===== src/rtl/gsp_pkg.sv =====
// Shared types, constants and tables for the galaxy spiral pixel colorizer.
`default_nettype none
package gsp_pkg;
    localparam int CoordW = 10;
    localparam int DimW = 11;
    localparam int PhaseW = 16;
    localparam int CountW = 4;
    localparam int PairW = 48;
    localparam int ChanW = 8;
    localparam int TabLen = 24;
    localparam int CordW = 36;
    localparam int AccW = 32;
    localparam int SqW = 24;
    localparam int RootW = 28;
    localparam int DistW = 22;
    localparam logic [DistW-1:0] DistMax = 22'h3FFFFF;

    typedef enum logic [2:0] {
        REG_WIDTH = 3'd0,
        REG_HEIGHT = 3'd1,
        REG_PHASE = 3'd2,
        REG_COUNT = 3'd3,
        REG_PAIR_A = 3'd4,
        REG_PAIR_B = 3'd5,
        REG_PAIR_C = 3'd6,
        REG_PAIR_D = 3'd7
    } reg_index_t;

    typedef struct packed {
        logic signed [CordW-1:0] x;
        logic signed [CordW-1:0] y;
        logic [AccW-1:0] z;
        logic [SqW+32-1:0] rem;
        logic [RootW-1:0] root;
        logic [SqW+32-1:0] sqv;
        logic [CoordW:0] w;
        logic zero_vec;
    } cell_data_t;

    function automatic logic [AccW-1:0] atan_turns(input int i);
        logic [AccW-1:0] t [TabLen];
        t = '{32'h20000000, 32'h12E4051E, 32'h09FB385B, 32'h051111D4,
              32'h028B0D43, 32'h0145D7E1, 32'h00A2F61E, 32'h00517C55,
              32'h0028BE53, 32'h00145F2F, 32'h000A2F98, 32'h000517CC,
              32'h00028BE6, 32'h000145F3, 32'h0000A2FA, 32'h0000517D,
              32'h000028BE, 32'h0000145F, 32'h00000A30, 32'h00000518,
              32'h0000028C, 32'h00000146, 32'h000000A3, 32'h00000051};
        return t[i];
    endfunction
endpackage
`default_nettype wire


===== src/rtl/gsp_divider.sv =====
// Pipelined restoring divider of the root by the buffer width, one quotient bit per stage.
`default_nettype none
module gsp_divider
    import gsp_pkg::*;
#(
    parameter int NB = RootW,
    parameter int DW = CoordW + 1
) (
    input wire logic clk,
    input wire logic en,
    input wire logic [NB-1:0] num,
    input wire logic [DW-1:0] den,
    output logic [NB-1:0] quo
);
    logic [NB-1:0] q_reg [NB+1];
    logic [DW:0] r_reg [NB+1];
    logic [DW-1:0] d_reg [NB+1];
    always_comb
    begin
        q_reg[0] = num;
        r_reg[0] = '0;
        d_reg[0] = den;
    end
    for (genvar k = 0; k < NB; k++)
    begin : g_st
        logic [DW:0] sh;
        assign sh = {r_reg[k][DW-1:0], q_reg[k][NB-1]};
        always_ff @(posedge clk)
        begin
            if (en)
            begin
                d_reg[k+1] <= d_reg[k];
                if (sh >= {1'b0, d_reg[k]})
                begin
                    r_reg[k+1] <= sh - {1'b0, d_reg[k]};
                    q_reg[k+1] <= {q_reg[k][NB-2:0], 1'b1};
                end
                else
                begin
                    r_reg[k+1] <= sh;
                    q_reg[k+1] <= {q_reg[k][NB-2:0], 1'b0};
                end
            end
        end
    end
    assign quo = q_reg[NB];
endmodule
`default_nettype wire


===== config.mk =====
export PLATFORM = sky130hd
export DESIGN_NAME = gsp_divider
export DESIGN_NICKNAME = d
export VERILOG_FILES = /design/src/rtl/gsp_pkg.sv /design/src/rtl/gsp_divider.sv
export SDC_FILE = /design/constraint.sdc
export NUM_CORES = 2
export LEC_CHECK = 0
export ABC_AREA = 1
export BUFFER_PORTS_ARGS = -buffer_cell sky130_fd_sc_hd__buf_2
export CORE_MARGIN = 3
export CORE_UTILIZATION = 40
export DETAILED_ROUTE_END_ITERATION = 8
export GPL_TIMING_DRIVEN = 0
export SLEW_MARGIN = 20
export SYNTH_ARGS = -nofsm -noshare
export SYNTH_HDL_FRONTEND = slang
export SYNTH_SLANG_ARGS = --single-unit

===== constraint.sdc =====
create_clock -name clk -period 4.1 [get_ports clk]
set_input_delay 0.615 -clock clk [delete_from_list [all_inputs] [get_ports clk]]
set_output_delay 0.615 -clock clk [all_outputs]
set_load 0.02 [all_outputs]

==> impl_metrics.toml <==
[grt]
grt_pass1_vias = 38715
antenna_found_initial = 0
use_met1_pct = 19.5
grt_use_met3_pct = 2.55
gr-total-overflow = 0
grt_busiest_layer = "met2"
grt_use_met2_pct = 23.1
grt_max_degree = 147
grt.total_usage_pct = 14.3
grt_pass1_wl_um = 201000

[worst_setup_path]
arrival_ps = 3230
r2r_end = "g_st[7].sh[4]$_DFFE_PP_"
cp_max_fo = 145
reg2regPathDepth = 9
cp.required_ps = 4510
regToRegStartpoint = "d_reg[242]$_DFFE_PP_"
worstSetupPathType = "primary input to register"
startpoint_type = "primary input"
crit_path_end_kind = "register"
r2r_slack_ps = 1780

[timing]
max_freq_mhz = 355
slew_headroom_pct = 46.5
rsz0062_at_grt = "no"
finClkSkew_ps = 27.0
worstMarginPinSlew_ps = 803
final_hold_viol_count = 0
hold_ws_ps = 173
setup_ws_ps = 1290
setup_viol = 0
fin_crit_sh_pct = 68.6
slew_viol_final = 0
tns_ps = 0
min_period_ps = 2810

[finish]
drive_gt1_share_pct = 16.6
n_fill_cell = 15117
area_growth_pct = 13.4
largest_register_ffs = 729
fin_util_pct = 45.8
regArea_um2 = 41400
nets = 6412
multi_input_comb_area_um2 = 20900

[die]
die_x_um = 415
core_um2 = 165000
die_area_um2 = 172000
die_height_um = 415
rows = 149
pin_count = 69
start_util_pct = 40.4

[clock_tree]
cts_sinks = 1378
htree_levels = 4
post_cts_resize_count = 0
clock-root-buffer = "clkbuf_16"
numCtsBuffers = 155
path_clk_slew_ps = 60
clockBufferDepth = 3
worstSkewPairLatency_ps = 790
tritoncts = "done"

[placement]
gp_congestion = 0.867
place_ws_ps = 417
io_buffer_count = 68
hpwl_um = 87400

[route]
finalWirelength_um = 123000
vias_per_cell = 4.72
drt_first_pass_iters = 7
ant_nets = 0
vias = 39479
wl_per_cell_um = 14.7
dr.first_iter.drc_count = 2973
route.detailed.drc = 0

[power]
power.leakage_uw = 0.0322
peakVddDrop_mv = 0.427
p_per_area_nw_per_um2 = 691

[flow_run]
cap_violations = 0

[synthesis]
synthFlopType = "edfxtp_1"
ys_ff_latch = 1378
netlist_top_cells_area = "edfxtp_1 62%, nand2_1 8.0%, ha_1 5.6%"
syn-num-nets = 6139
synth_edf_count = 1378
async_reset_ff_share_pct = 0
synth.distinct_cells = 38
syn_inst = 5773
syn_avg_cell_area_um2 = 11.6
synth_seq_area_share_pct = 62.0
syn_area_um2 = 66800
synth_top_area_share_pct = 62.0
yosysWarnings = 0
yosys.area.top_type = "edfxtp_1"

[min_path]
hold_path_depth = 3
min_to = "g_st[1].sh[1]$_DFFE_PP_"
hp-class = "primary input to register"
holdCritStartpoint = "num[27]"

[outcome]
status = "complete, no violations"
-- cells in the mapped netlist, types with 5 or more instances --
master,instances
inv_1,937
nand2_4,6
ha_1,299
fa_1,26
nand3_4,26
nor2_1,190
a41oi_1,5
buf_4,28
xnor2_1,26
o21ai_2,66
a21oi_2,8
buf_12,22
nand3_2,182
edfxtp_1,1378
and2_1,26
clkbuf_1,8
a21oi_4,18
or2_2,20
nand4_1,233
inv_2,48
nand3_1,186
o21ai_0,55
nand2_1,1430
nor2_4,35
nand3b_1,104
o21ai_1,12
nor2_2,69
buf_2,18
a21oi_1,82
xor2_1,52
nand4_4,26
or2_1,8
nand2_2,135
-- how the worst max path moves through the flow --
stage	startpoint	to	slack, ps	depth (start not counted)
finish	en	quo[26]$_DFFE_PP_	1290	5
global route	en	quo[25]$_DFFE_PP_	1080	5
CTS	en	q_reg[52]$_DFFE_PP_	1290	5
detailed placement	en	quo[25]$_DFFE_PP_	420	5
global placement	en	quo[26]$_DFFE_PP_	-19590	1
floorplan	d_reg[297]$_DFFE_PP_	g_st[2].sh[3]$_DFFE_PP_	2200	9
-- metal layers --
metal / vias up / wire [um]
met5: - / 0
met4: 0 / 2910
met3: 204 / 4750
met2: 594 / 57500
met1: 18591 / 57600
li1: 20090 / -
-- final cells by class --
type	instances	area share, %
sequential	1378	54.6
multi-input combinational	3330	27.6
clock buffer	175	5.25
inverter	985	4.88
tap	2189	3.62
clock inverter	105	1.63
timing repair buffer	116	1.33
buffer	80	1.10
antenna	1	0.00330
-- where the power goes --
group / internal, uW / switching (uW) / leakage [uW] / total, uW
clock network: 8410 / 5660 / 0.00251 / 14100
logic: 6870 / 11500 / 0.0162 / 18400
registers: 18700 / 1180 / 0.0135 / 19900
total: 34000 / 18300 / 0.0322 / 52300
-- critical path, cell delays in order --
cell    delay, ps
buf_12        250
buf_16        330
buf_16        510
buf_16        490
buf_16        520
-- cells by family (layout without fill, tap and decap cells) --
| kind of cell | after synthesis | in the layout | synth area share, % |
|---|---|---|---|
| xor+xnor | 78 | 78 | 1.02 |
| buf+inv | 1065 | 1461 | 6.78 |
| fa+ha+maj | 325 | 325 | 6.38 |
| flops | 1378 | 1378 | 62.0 |
| compound gates | 247 | 247 | 2.60 |
| simple gates | 2680 | 2680 | 21.3 |
| other cells | 0 | 1 | 0 |
-- metrics by stage --
stage	std cells	total power, uW	cell area, um^2
floorplan	5773	34100	66800
global placement	8030	38900	69900
detailed placement	8040	38600	70200
global route	8358	56200	75700
finish	8359	52300	75700
CTS	8358	53000	75700
-- layout by cell type, fill, tap and decap left out, types with 23 or more instances in the layout --
master         instances
xnor2_1               26
buf_2                 85
nand3_4               26
nor2_4                35
clkinv_1              29
dlygate4sd3_1         38
nand4_4               26
nand4_1              233
nor2_1               190
inv_2                 48
clkbuf_16            156
fa_1                  26
buf_4                 28
o21ai_2               66
nand3_1              186
inv_1                937
a21oi_1               82
o21ai_0               55
nand2_2              135
clkbuf_1              27
and2_1                26
buf_12                23
ha_1                 299
edfxtp_1            1378
nor2_2                69
xor2_1                52
nand2_1             1430
nand3_2              182
nand3b_1             104
-- timing repair --
action	4_1_cts	5_1_grt
endpoints found under the setup margin	0	0
hold endpoints to repair	38	0
buffers inserted	0	0
hold buffers	38	0
(Power assumes the default switching activity.)
