File: config.mk
export PLATFORM = sky130hd
export DESIGN_NAME = gsp_cell
export DESIGN_NICKNAME = d
export VERILOG_FILES = /design/src/rtl/gsp_pkg.sv /design/src/rtl/gsp_cell.sv
export SDC_FILE = /design/constraint.sdc
export NUM_CORES = 1
export LEC_CHECK = 0
export BUFFER_PORTS_ARGS = -buffer_cell sky130_fd_sc_hd__buf_2
export CORE_MARGIN = 4
export CORE_UTILIZATION = 42
export CTS_CLUSTER_DIAMETER = 100
export DETAILED_ROUTE_END_ITERATION = 10
export PLACE_DENSITY = 0.67
export SETUP_SLACK_MARGIN = 0.5
export SLEW_MARGIN = 20
export SYNTH_ARGS = -nofsm -noshare
export SYNTH_HDL_FRONTEND = slang
export SYNTH_SLANG_ARGS = --single-unit
File: constraint.sdc
create_clock -name clk -period 5.3 [get_ports clk]
set_clock_uncertainty 0.05 [all_clocks]
set_input_delay 1.59 -clock clk [delete_from_list [all_inputs] [get_ports clk]]
set_output_delay 1.59 -clock clk [all_outputs]
set_load 0.1 [all_outputs]
File: src/rtl/gsp_pkg.sv
// Shared types, constants and tables for the galaxy spiral pixel colorizer.
`default_nettype none
package gsp_pkg;
    localparam int CoordW = 10;
    localparam int DimW = 11;
    localparam int PhaseW = 16;
    localparam int CountW = 4;
    localparam int PairW = 48;
    localparam int ChanW = 8;
    localparam int TabLen = 24;
    localparam int CordW = 36;
    localparam int AccW = 32;
    localparam int SqW = 24;
    localparam int RootW = 28;
    localparam int DistW = 22;
    localparam logic [DistW-1:0] DistMax = 22'h3FFFFF;

    typedef enum logic [2:0] {
        REG_WIDTH = 3'd0,
        REG_HEIGHT = 3'd1,
        REG_PHASE = 3'd2,
        REG_COUNT = 3'd3,
        REG_PAIR_A = 3'd4,
        REG_PAIR_B = 3'd5,
        REG_PAIR_C = 3'd6,
        REG_PAIR_D = 3'd7
    } reg_index_t;

    typedef struct packed {
        logic signed [CordW-1:0] x;
        logic signed [CordW-1:0] y;
        logic [AccW-1:0] z;
        logic [SqW+32-1:0] rem;
        logic [RootW-1:0] root;
        logic [SqW+32-1:0] sqv;
        logic [CoordW:0] w;
        logic zero_vec;
    } cell_data_t;

    function automatic logic [AccW-1:0] atan_turns(input int i);
        logic [AccW-1:0] t [TabLen];
        t = '{32'h20000000, 32'h12E4051E, 32'h09FB385B, 32'h051111D4,
              32'h028B0D43, 32'h0145D7E1, 32'h00A2F61E, 32'h00517C55,
              32'h0028BE53, 32'h00145F2F, 32'h000A2F98, 32'h000517CC,
              32'h00028BE6, 32'h000145F3, 32'h0000A2FA, 32'h0000517D,
              32'h000028BE, 32'h0000145F, 32'h00000A30, 32'h00000518,
              32'h0000028C, 32'h00000146, 32'h000000A3, 32'h00000051};
        return t[i];
    endfunction
endpackage
`default_nettype wire

File: src/rtl/gsp_cell.sv
// One chain cell: an optional CORDIC vectoring step and a square-root digit step.
`default_nettype none
module gsp_cell
    import gsp_pkg::*;
#(
    parameter int STEP = 0,
    parameter bit DO_CORDIC = 1'b1,
    parameter int ROOT_BITS = 1
) (
    input wire logic clk,
    input wire logic en,
    input wire cell_data_t d_in,
    output cell_data_t d_out
);
    cell_data_t n;
    logic [SqW+32-1:0] trial;
    logic [SqW+32-1:0] rem_sh;
    localparam int Shift = 2 * (RootW - 1 - STEP);
    always_comb
    begin
        n = d_in;
        if (DO_CORDIC)
        begin
            if (!d_in.y[CordW-1])
            begin
                n.x = d_in.x + (d_in.y >>> STEP);
                n.y = d_in.y - (d_in.x >>> STEP);
                n.z = d_in.z + atan_turns(STEP);
            end
            else
            begin
                n.x = d_in.x - (d_in.y >>> STEP);
                n.y = d_in.y + (d_in.x >>> STEP);
                n.z = d_in.z - atan_turns(STEP);
            end
        end
        rem_sh = '0;
        trial = '0;
        if (STEP < ROOT_BITS)
        begin
            rem_sh = {d_in.rem[SqW+32-3:0], d_in.sqv[Shift+1 -: 2]};
            trial = {{(SqW+32-RootW-2){1'b0}}, d_in.root, 2'b01};
            if (rem_sh >= trial)
            begin
                n.rem = rem_sh - trial;
                n.root = {d_in.root[RootW-2:0], 1'b1};
            end
            else
            begin
                n.rem = rem_sh;
                n.root = {d_in.root[RootW-2:0], 1'b0};
            end
        end
    end
    always_ff @(posedge clk)
    begin
        if (en)
        begin
            d_out <= n;
        end
    end
endmodule
`default_nettype wire

==> results.txt, run 1 <==
* Status: finished, final reports clean
- The floorplan has 71 rows.
- Synthesis inferred 255 register bits.
* Async set-or-reset flop fraction in the synthesized netlist: 0
- Number of distinct library cell variants in the gate-level netlist after synthesis: 70
- Hold Crit Class: input port to flip-flop
- By area the synthesized netlist is led by edfxtp_1 47%, ha_1 11%, a21oi_1 5.4%, xnor2_1 4.4%, inv_1 3.4%.
* Critical Path RT: 5.57 ns
- Fmax: 218 MHz
- TritonCTS built the clock tree.
- Net Count, Synth: 1985
- The worst-case IR drop observed on VDD is 0.301 mV.
- Of all cell types, the one taking the most synthesized area is edfxtp_1.
* Antenna violations before repair: 16
* Largest driver fanout on the critical path: 3
* Top flop regs: d_out x255
- Maximum number of pins on one net before global-route repair: 119
* Placeable core region: 37900 sq um
- The number of global-route vias before repair came to 13935.
- Routability-driven placement finished with a final weighted congestion of 0.934.
- Headroom to the max-slew limit: 0.306
- Placed cell area: 19700 sq um
* WL/cell: 19.9 microns
- Summing all flip-flop and latch instances after layout gives 7660 sq um.
- Share of final-layout standard cells stronger than drive strength 1: 0.298
* Number of clock sinks: 255
* Final cell area excluding filler cells: 20700 sq um
- Remaining routing DRC violations: 0
- Of the available clock period, the critical path in the final layout requires 0.866.
* Post_cts resized: 0
- Final slew viol count: 0
* Final routed wirelength across all metal layers: 53200 microns
- CTS Hold Buffers Added: 0
* Prevailing post-synth register cell: edfxtp_1
* Fraction of the mapped netlist area in simple logic gates: 0.106
- Reported max-cap violation count: 0
* Worst slack, placed: 0.147 ns
* Total global routing overflow: 0
- From synthesis to final layout, the design area changed by 27.1%.
* Depth of the worst hold-timing path: 1
- Launching element type of the critical path: input port
- Worst setup EP type: flip-flop
- First drt pass iteration count: 5
- Number of buffers inserted during clock tree synthesis: 29
* Placed insts: 2611
* Synth Area per Inst: 10.3 sq um
- Floorplan die area: 41900 sq um
- Clk pin slew, worst setup/hold paths: 0.06 ns
* Via count of the routed design: 14128
* Synthesized area: 16200 sq um
* Area of combinational cells with multiple inputs: 7750 sq um
- Most numerous cell types in the synthesized netlist: 255 x edfxtp_1, 175 x a21oi_1, 145 x inv_1
- Setup violations remaining at the end of the flow were counted as 0.
- Number of nets at the end of the flow: 2532
* Mux share of post-synthesis cell area: 0.0112
* Seq/Total Area, Yosys: 0.471
- DRC marker count from the first detailed-route iteration: 962
- Dominant combinational cell family by area after synthesis: compound AO/OA/AOI/OAI gates
* Fraction of the mapped netlist area in compound gates: 0.182
* Count of input and output buffers: 511
- In the post-route analysis, the smallest setup slack over all paths is 0.709 ns.
* Global routing usage summed across all routing layers: 0.239
- The worst setup path is of the input port to flip-flop kind.
- Buffers added to address setup during post-CTS repair amount to 0.
- Reported leakage power: 9.29 nW
- Number of inserted filler cells in the final layout: 3454
- The longest clock path from root to sink contains 3 buffers.
- Post-route minimum period: 4.59 ns
* Portion of synthesized cell area occupied by the leading cell type: 0.471
* Post-synthesis xor/xnor area fraction: 0.0658
- Adder-cell area share of the yosys netlist: 0.112
- The final number of hold-violating endpoints came to 0.
* Hpwl dp: 42600 microns
- Most instantiated library cell after synthesis: edfxtp_1
- For the final routed database, the setup TNS stands at 0 ns.
- For this design the ratio of total power to cell area is 372 nW/um^2.
- Vertical die dimension: 205 microns
* Data arrival time of the critical path: 4.86 ns
* Util after Layout: 0.544
* Detailed-route vias per instance: 5.28
* Global-route wire length before repair: 78700 microns
- Antenna Nets Post-Route: 0
- Register name with the most flops: d_out
* Yosys warning total: 0
- Post-synthesis cell count: 1584
* Initial standard-cell utilization of the core: 0.428
- The synthesized design contains 255 enable-type register cells.
* Flip-flop count of the largest register, all copies and words added: 255
- For the pin with the worst max-slew slack, the measured transition is 1.04 ns.
* Number of placed I/O pins: 514
- Setup repair after global routing left no endpoint under its margin.
- Overall die width: 205 microns
- Excluding fillers, the count of instances in the completed layout stands at 2675.
- CTS root buf: clkbuf_16
- Maximum level of the CTS H-tree: 1
per-layer routing:
| metal | wire length, microns | global-route usage |
|---|---|---|
| met5 | 124 | 0 |
| met4 | 1840 | 0.0835 |
| met3 | 3760 | 0.0537 |
| met2 | 26700 | 0.423 |
| met1 | 20800 | 0.288 |
report_power, final:
group          total, mW  switching [mW]  internal (mW)
logic               3.16            2.51          0.647
clock network       1.96           0.850           1.11
registers           2.57          0.0583           2.52
total               7.69            3.42           4.27
layout by cell type, fill, tap and decap left out, types with 7 or more instances in the layout:
cell,Yosys,final
mux2i_1,17,17
clkinv_1,6,12
a31oi_1,16,16
nor4_1,14,14
xor2_1,41,41
o211ai_1,12,12
buf_4,2,64
nand2_1,90,90
o21bai_1,28,28
o21ai_0,101,101
a21o_1,57,57
diode_2,0,11
xnor2_1,81,81
a211oi_1,9,9
buf_2,4,510
clkbuf_16,0,29
nand2b_1,13,13
edfxtp_1,255,255
inv_1,145,144
and3_1,9,9
nand4_1,18,18
nand3_1,24,24
or3_1,10,10
ha_1,139,139
a21oi_1,175,175
o31ai_1,15,15
nor2_1,102,102
nor3_1,34,34
and2_1,7,7
nor2b_1,15,15
per-stage QoR:
stage               power, mW  hold WS (ns)
floorplan                5.06          1.64
global route             7.99          1.09
CTS                      7.75          1.07
finish                   7.69          1.11
detailed placement       5.77          1.72
global placement         5.75          1.72
layout make-up:
cell class | instances | area share
Clock inverter | 19 | 0.00836
Multi-Input combinational cell | 1116 | 0.375
Clock buffer | 34 | 0.0360
Sequential cell | 255 | 0.371
Tap cell | 511 | 0.0310
Timing Repair Buffer | 577 | 0.150
Inverter | 152 | 0.0276
Antenna cell | 11 | 0.00133
final timing paths:
| path | start | end |
|---|---|---|
| max | d_in[184] | d_out[252] |
| min | d_in[58] | d_out[58] |
cell families after synthesis:
logic type / Yosys count
buf+inv: 213
simple gates: 356
fa+ha+maj: 143
mux: 18
compound gates: 477
flops: 255
xor+xnor: 122
worst max-delay path, stage by stage:
cell and delay [ns]:
buf_2 0.11, ha_1 0.16, inv_1 0.06, fa_1 0.39, o21bai_1 0.21, a41oi_1 0.18, a41oi_1 0.37, nor3_1 0.14
buf_4 0.17, nor3_1 0.31, nor3_1 0.11, buf_4 0.16, o31ai_1 0.34, a31oi_1 0.16, o21ai_0 0.29, xnor2_1 0.11
Power figures use the tool's default switching activity.
==> run 2, diff against run 1 <==
--- a/config.mk
+++ b/config.mk
@@ -7,10 +7,10 @@
 export LEC_CHECK = 0
 export BUFFER_PORTS_ARGS = -buffer_cell sky130_fd_sc_hd__buf_2
 export CORE_MARGIN = 4
-export CORE_UTILIZATION = 42
+export CORE_UTILIZATION = 45
 export CTS_CLUSTER_DIAMETER = 100
 export DETAILED_ROUTE_END_ITERATION = 10
-export PLACE_DENSITY = 0.67
+export PLACE_DENSITY = 0.71
 export SETUP_SLACK_MARGIN = 0.5
 export SLEW_MARGIN = 20
 export SYNTH_ARGS = -nofsm -noshare
==> run 2 against run 1 <==
Effect of this change: sequential share of layout area increased by 0.14 points; combinational power about the same; via count about the same; final cell count decreased by 2.4%; clock-buffer cell count decreased by 2; sequential cell count unchanged; critical path depth increased by 1; sequential power about the same; routed wire length decreased by 0.76%; clock power increased by 4%; non-clock buffer count decreased by 8.
==> results.txt, run 2 (synthesized netlist as in run 1, its figures left out) <==
- Unrepaired setup endpoints after global routing: false
* Depth of the worst hold-timing path: 1 (unchanged)
* Initial standard-cell utilization of the core: 0.457 (+0.0285)
- The number of standard cells in the final layout excluding fillers came to 2612 (-2.4%).
- Most used cells in the layout excluding fill and tap cells: 510 x buf_2, 255 x edfxtp_1, 175 x a21oi_1
- Reported max-cap violation count: 0 (unchanged)
- Final sum of negative setup slack: 0 ns (unchanged)
- DRC marker count from the first detailed-route iteration: 1082 (+12%)
* Top flop regs: d_out x255
- The shortest clock period the worst path allows after layout was 4.59 ns (-0.00493 ns).
* Util after Layout: 0.579 (+0.0340)
- Critical Path RT: 5.54 ns (-0.03 ns)
* Via count of the first global-routing pass: 13941 (+0.043%)
- CTS root buf: clkbuf_16
- Final GP Congestion: 0.934 (about the same)
* Worst Setup Path Type: input port to flip-flop
- The share of final-layout standard cells stronger than drive strength 1 was 0.297 (-0.000944).
- Flip-flop count of the largest register, all copies and words added: 255 (unchanged)
* Largest driver fanout on the critical path: 3 (unchanged)
- The number of rows in the core area is 69 (-2.8%).
- Hold Crit Class: input port to flip-flop
* Cells traversed along the worst timing path: buf_2 -> ha_1 -> inv_1 -> fa_1 -> o21bai_1 -> a41oi_1 -> a41oi_1 -> nor3_1 -> buf_4 -> buf_4 -> nor3_2 -> nor3_1 -> buf_4 -> o31ai_1 -> a31oi_1 -> o21ai_0 -> xnor2_1
* Placed insts: 2553 (-2.2%)
* Launching element type of the critical path: input port
- Register name with the most flops: d_out
* Count of final hold-check violations: 0 (unchanged)
- The power density over the cells came to 377 nW/um^2 (+1.3%).
* Maximum number of pins on one net before global-route repair: 109 (-8.4%)
* Clock tree from TritonCTS: done
- End point of the most critical hold path: d_out[180]
- Antenna Nets Post-Route: 0 (unchanged)
* Remaining routing DRC violations: 0 (unchanged)
- The normalized max-slew margin is 0.416 (+0.110).
- Status: finished, final reports clean
- The number of port buffers is 511 (unchanged).
- Most heavily used metal layer in global routing: met2
- The aggregate global-route resource usage was 0.254 (+0.0141).
* Cell at the slowest stage of the critical path: fa_1
* Vertical die dimension: 198 microns (-3.3%)
- The library cell used most frequently in the layout, excluding fill and tap cells, is buf_2.
- The transition time at the pin with the least slew margin is 0.876 ns (-0.165 ns).
* Setup Buffers After CTS: 0 (unchanged)
- Fmax: 218 MHz (+0.11%)
- GR Layer Usage met3: 0.0553 (+0.00164)
- Maximum vdd drop: 0.420 mV (+40%)
- Clk pin slew, worst setup/hold paths: 0.06 ns (about the same)
- The HPWL reported at the end of detailed placement came to 42100 microns (-1.3%).
* M2 GR Usage: 0.454 (+0.0311)
* Final routed wirelength across all metal layers: 52800 microns (-0.76%)
- The top-level port count came to 514 (unchanged).
- CP most frequent cell: buf_4
- Number of clock sinks: 255 (unchanged)
- Final slew viol count: 0 (unchanged)
* Fraction of met1 tracks used by global routing: 0.306 (+0.0173)
* Via count of the routed design: 14135 (+0.050%)
* WL/cell: 20.2 microns (+1.6%)
- The leakage power of the design came to 9.27 nW (-0.18%).
- Max incr delay on CP: 0.41 ns (+0.02 ns)
- The full die area was 39200 sq um (-6.4%).
- Overall die width: 198 microns (-3.3%)
* Start point of the worst min-delay path: d_in[180]
- The number of buffers inserted during clock tree synthesis was 29 (unchanged).
- The core outline area came to 35600 sq um (-6.2%).
- The overall overflow remaining after global route is 0 (unchanged).
- Global-route wire length before repair: 78400 microns (-0.44%)
* Final count of negative-setup-slack endpoints: 0 (unchanged)
* Antenna violations before repair: 10 (-6)
- The iteration count of the initial detailed-routing pass is 6 (+1).
* Final worst path period share: 0.865 (-0.000930)
* Maximum level of the CTS H-tree: 1 (unchanged)
- The maximum buffer depth of the clock tree is 3 (unchanged).
- Number of inserted filler cells in the final layout: 3148 (-8.9%)
* Data arrival time of the critical path: 4.83 ns (-0.03 ns)
- Detailed-route vias per instance: 5.41 (+2.5%)
* Relative area change from synthesis to final layout: 26.7%
- STA classifies the critical path endpoint as a flip-flop.
- The net count of the finished layout was 2524 (-0.32%).
==> run 2: cell types whose count changed in the layout (fill, tap and decap cells not counted), moves of 2 or more <==
cell,before,now
buf_4,64,55
clkinv_1,12,9
diode_2,11,8
bufinv_16,2,4
clkbuf_1,5,3
==> run 2: cell type report <==
type | instances | area [sq um] | share of cell area
Multi-Input combinational cell | 1116 | 7760 | 0.377
Sequential cell | 255 | 7660 | 0.372
Timing Repair Buffer | 569 | 3040 | 0.148
Clock buffer | 32 | 737 | 0.0358
Tap cell | 461 | 577 | 0.0280
Inverter | 152 | 571 | 0.0277
Clock inverter | 19 | 216 | 0.0105
Antenna cell | 8 | 20.0 | 0.000973
==> run 2: worst max-delay path by stage <==
| stage | start | endpoint | slack, ns | depth (start not counted) |
|---|---|---|---|---|
| final | d_in[184] | d_out[252] | 0.71 | 17 |
| after floorplan | d_in[71] | d_out[137] | 0.85 | 12 |
| after global routing | d_in[184] | d_out[212] | 0.52 | 17 |
| after global placement | d_in[184] | d_out[252] | 0.09 | 17 |
| after detailed placement | d_in[184] | d_out[252] | 0.03 | 17 |
| after CTS | d_in[184] | d_out[252] | 0.63 | 17 |
==> run 2: metrics by stage <==
stage / instance area [sq um] / setup WS [ns] / total power [mW] / hold WS, ns
2_1_floorplan: 16200 / 0.850 / 5.06 / 1.64
3_3_place_gp: 19600 / 0.0893 / 5.74 / 1.72
3_5_place_dp: 19600 / 0.0294 / 5.75 / 1.72
4_1_cts: 20600 / 0.633 / 7.81 / 1.12
5_1_grt: 20600 / 0.524 / 8.07 / 1.12
6_report: 20600 / 0.714 / 7.76 / 1.16
==> run 2: what timing repair did <==
action,CTS,global route
setup endpoints to repair,0,4
resized for setup,0,1
hold buffers,0,0
==> run 2: worst max-delay path: cells and delay by family <==
| kind | cells | cell delay [ns] |
|---|---|---|
| AO/OA/AOI/OAI | 6 | 1.50 |
| AND/OR/NAND/NOR | 3 | 0.46 |
| XOR/XNOR | 1 | 0.10 |
| adder cells (fa/ha/maj) | 2 | 0.56 |
| buffers and inverters | 5 | 0.61 |
==> run 2: power by group <==
part	internal (mW)	switching (mW)	total, mW
clock	1.20	0.834	2.03
sequential	2.52	0.0600	2.58
combinational	0.644	2.51	3.15
total	4.36	3.40	7.76
==> run 2: routing by layer <==
| metal | vias to the layer above | routed length, microns |
|---|---|---|
| li1 | 6801 | - |
| met1 | 6657 | 20200 |
| met2 | 563 | 26700 |
| met3 | 104 | 4270 |
| met4 | 10 | 1610 |
| met5 | - | 59 |
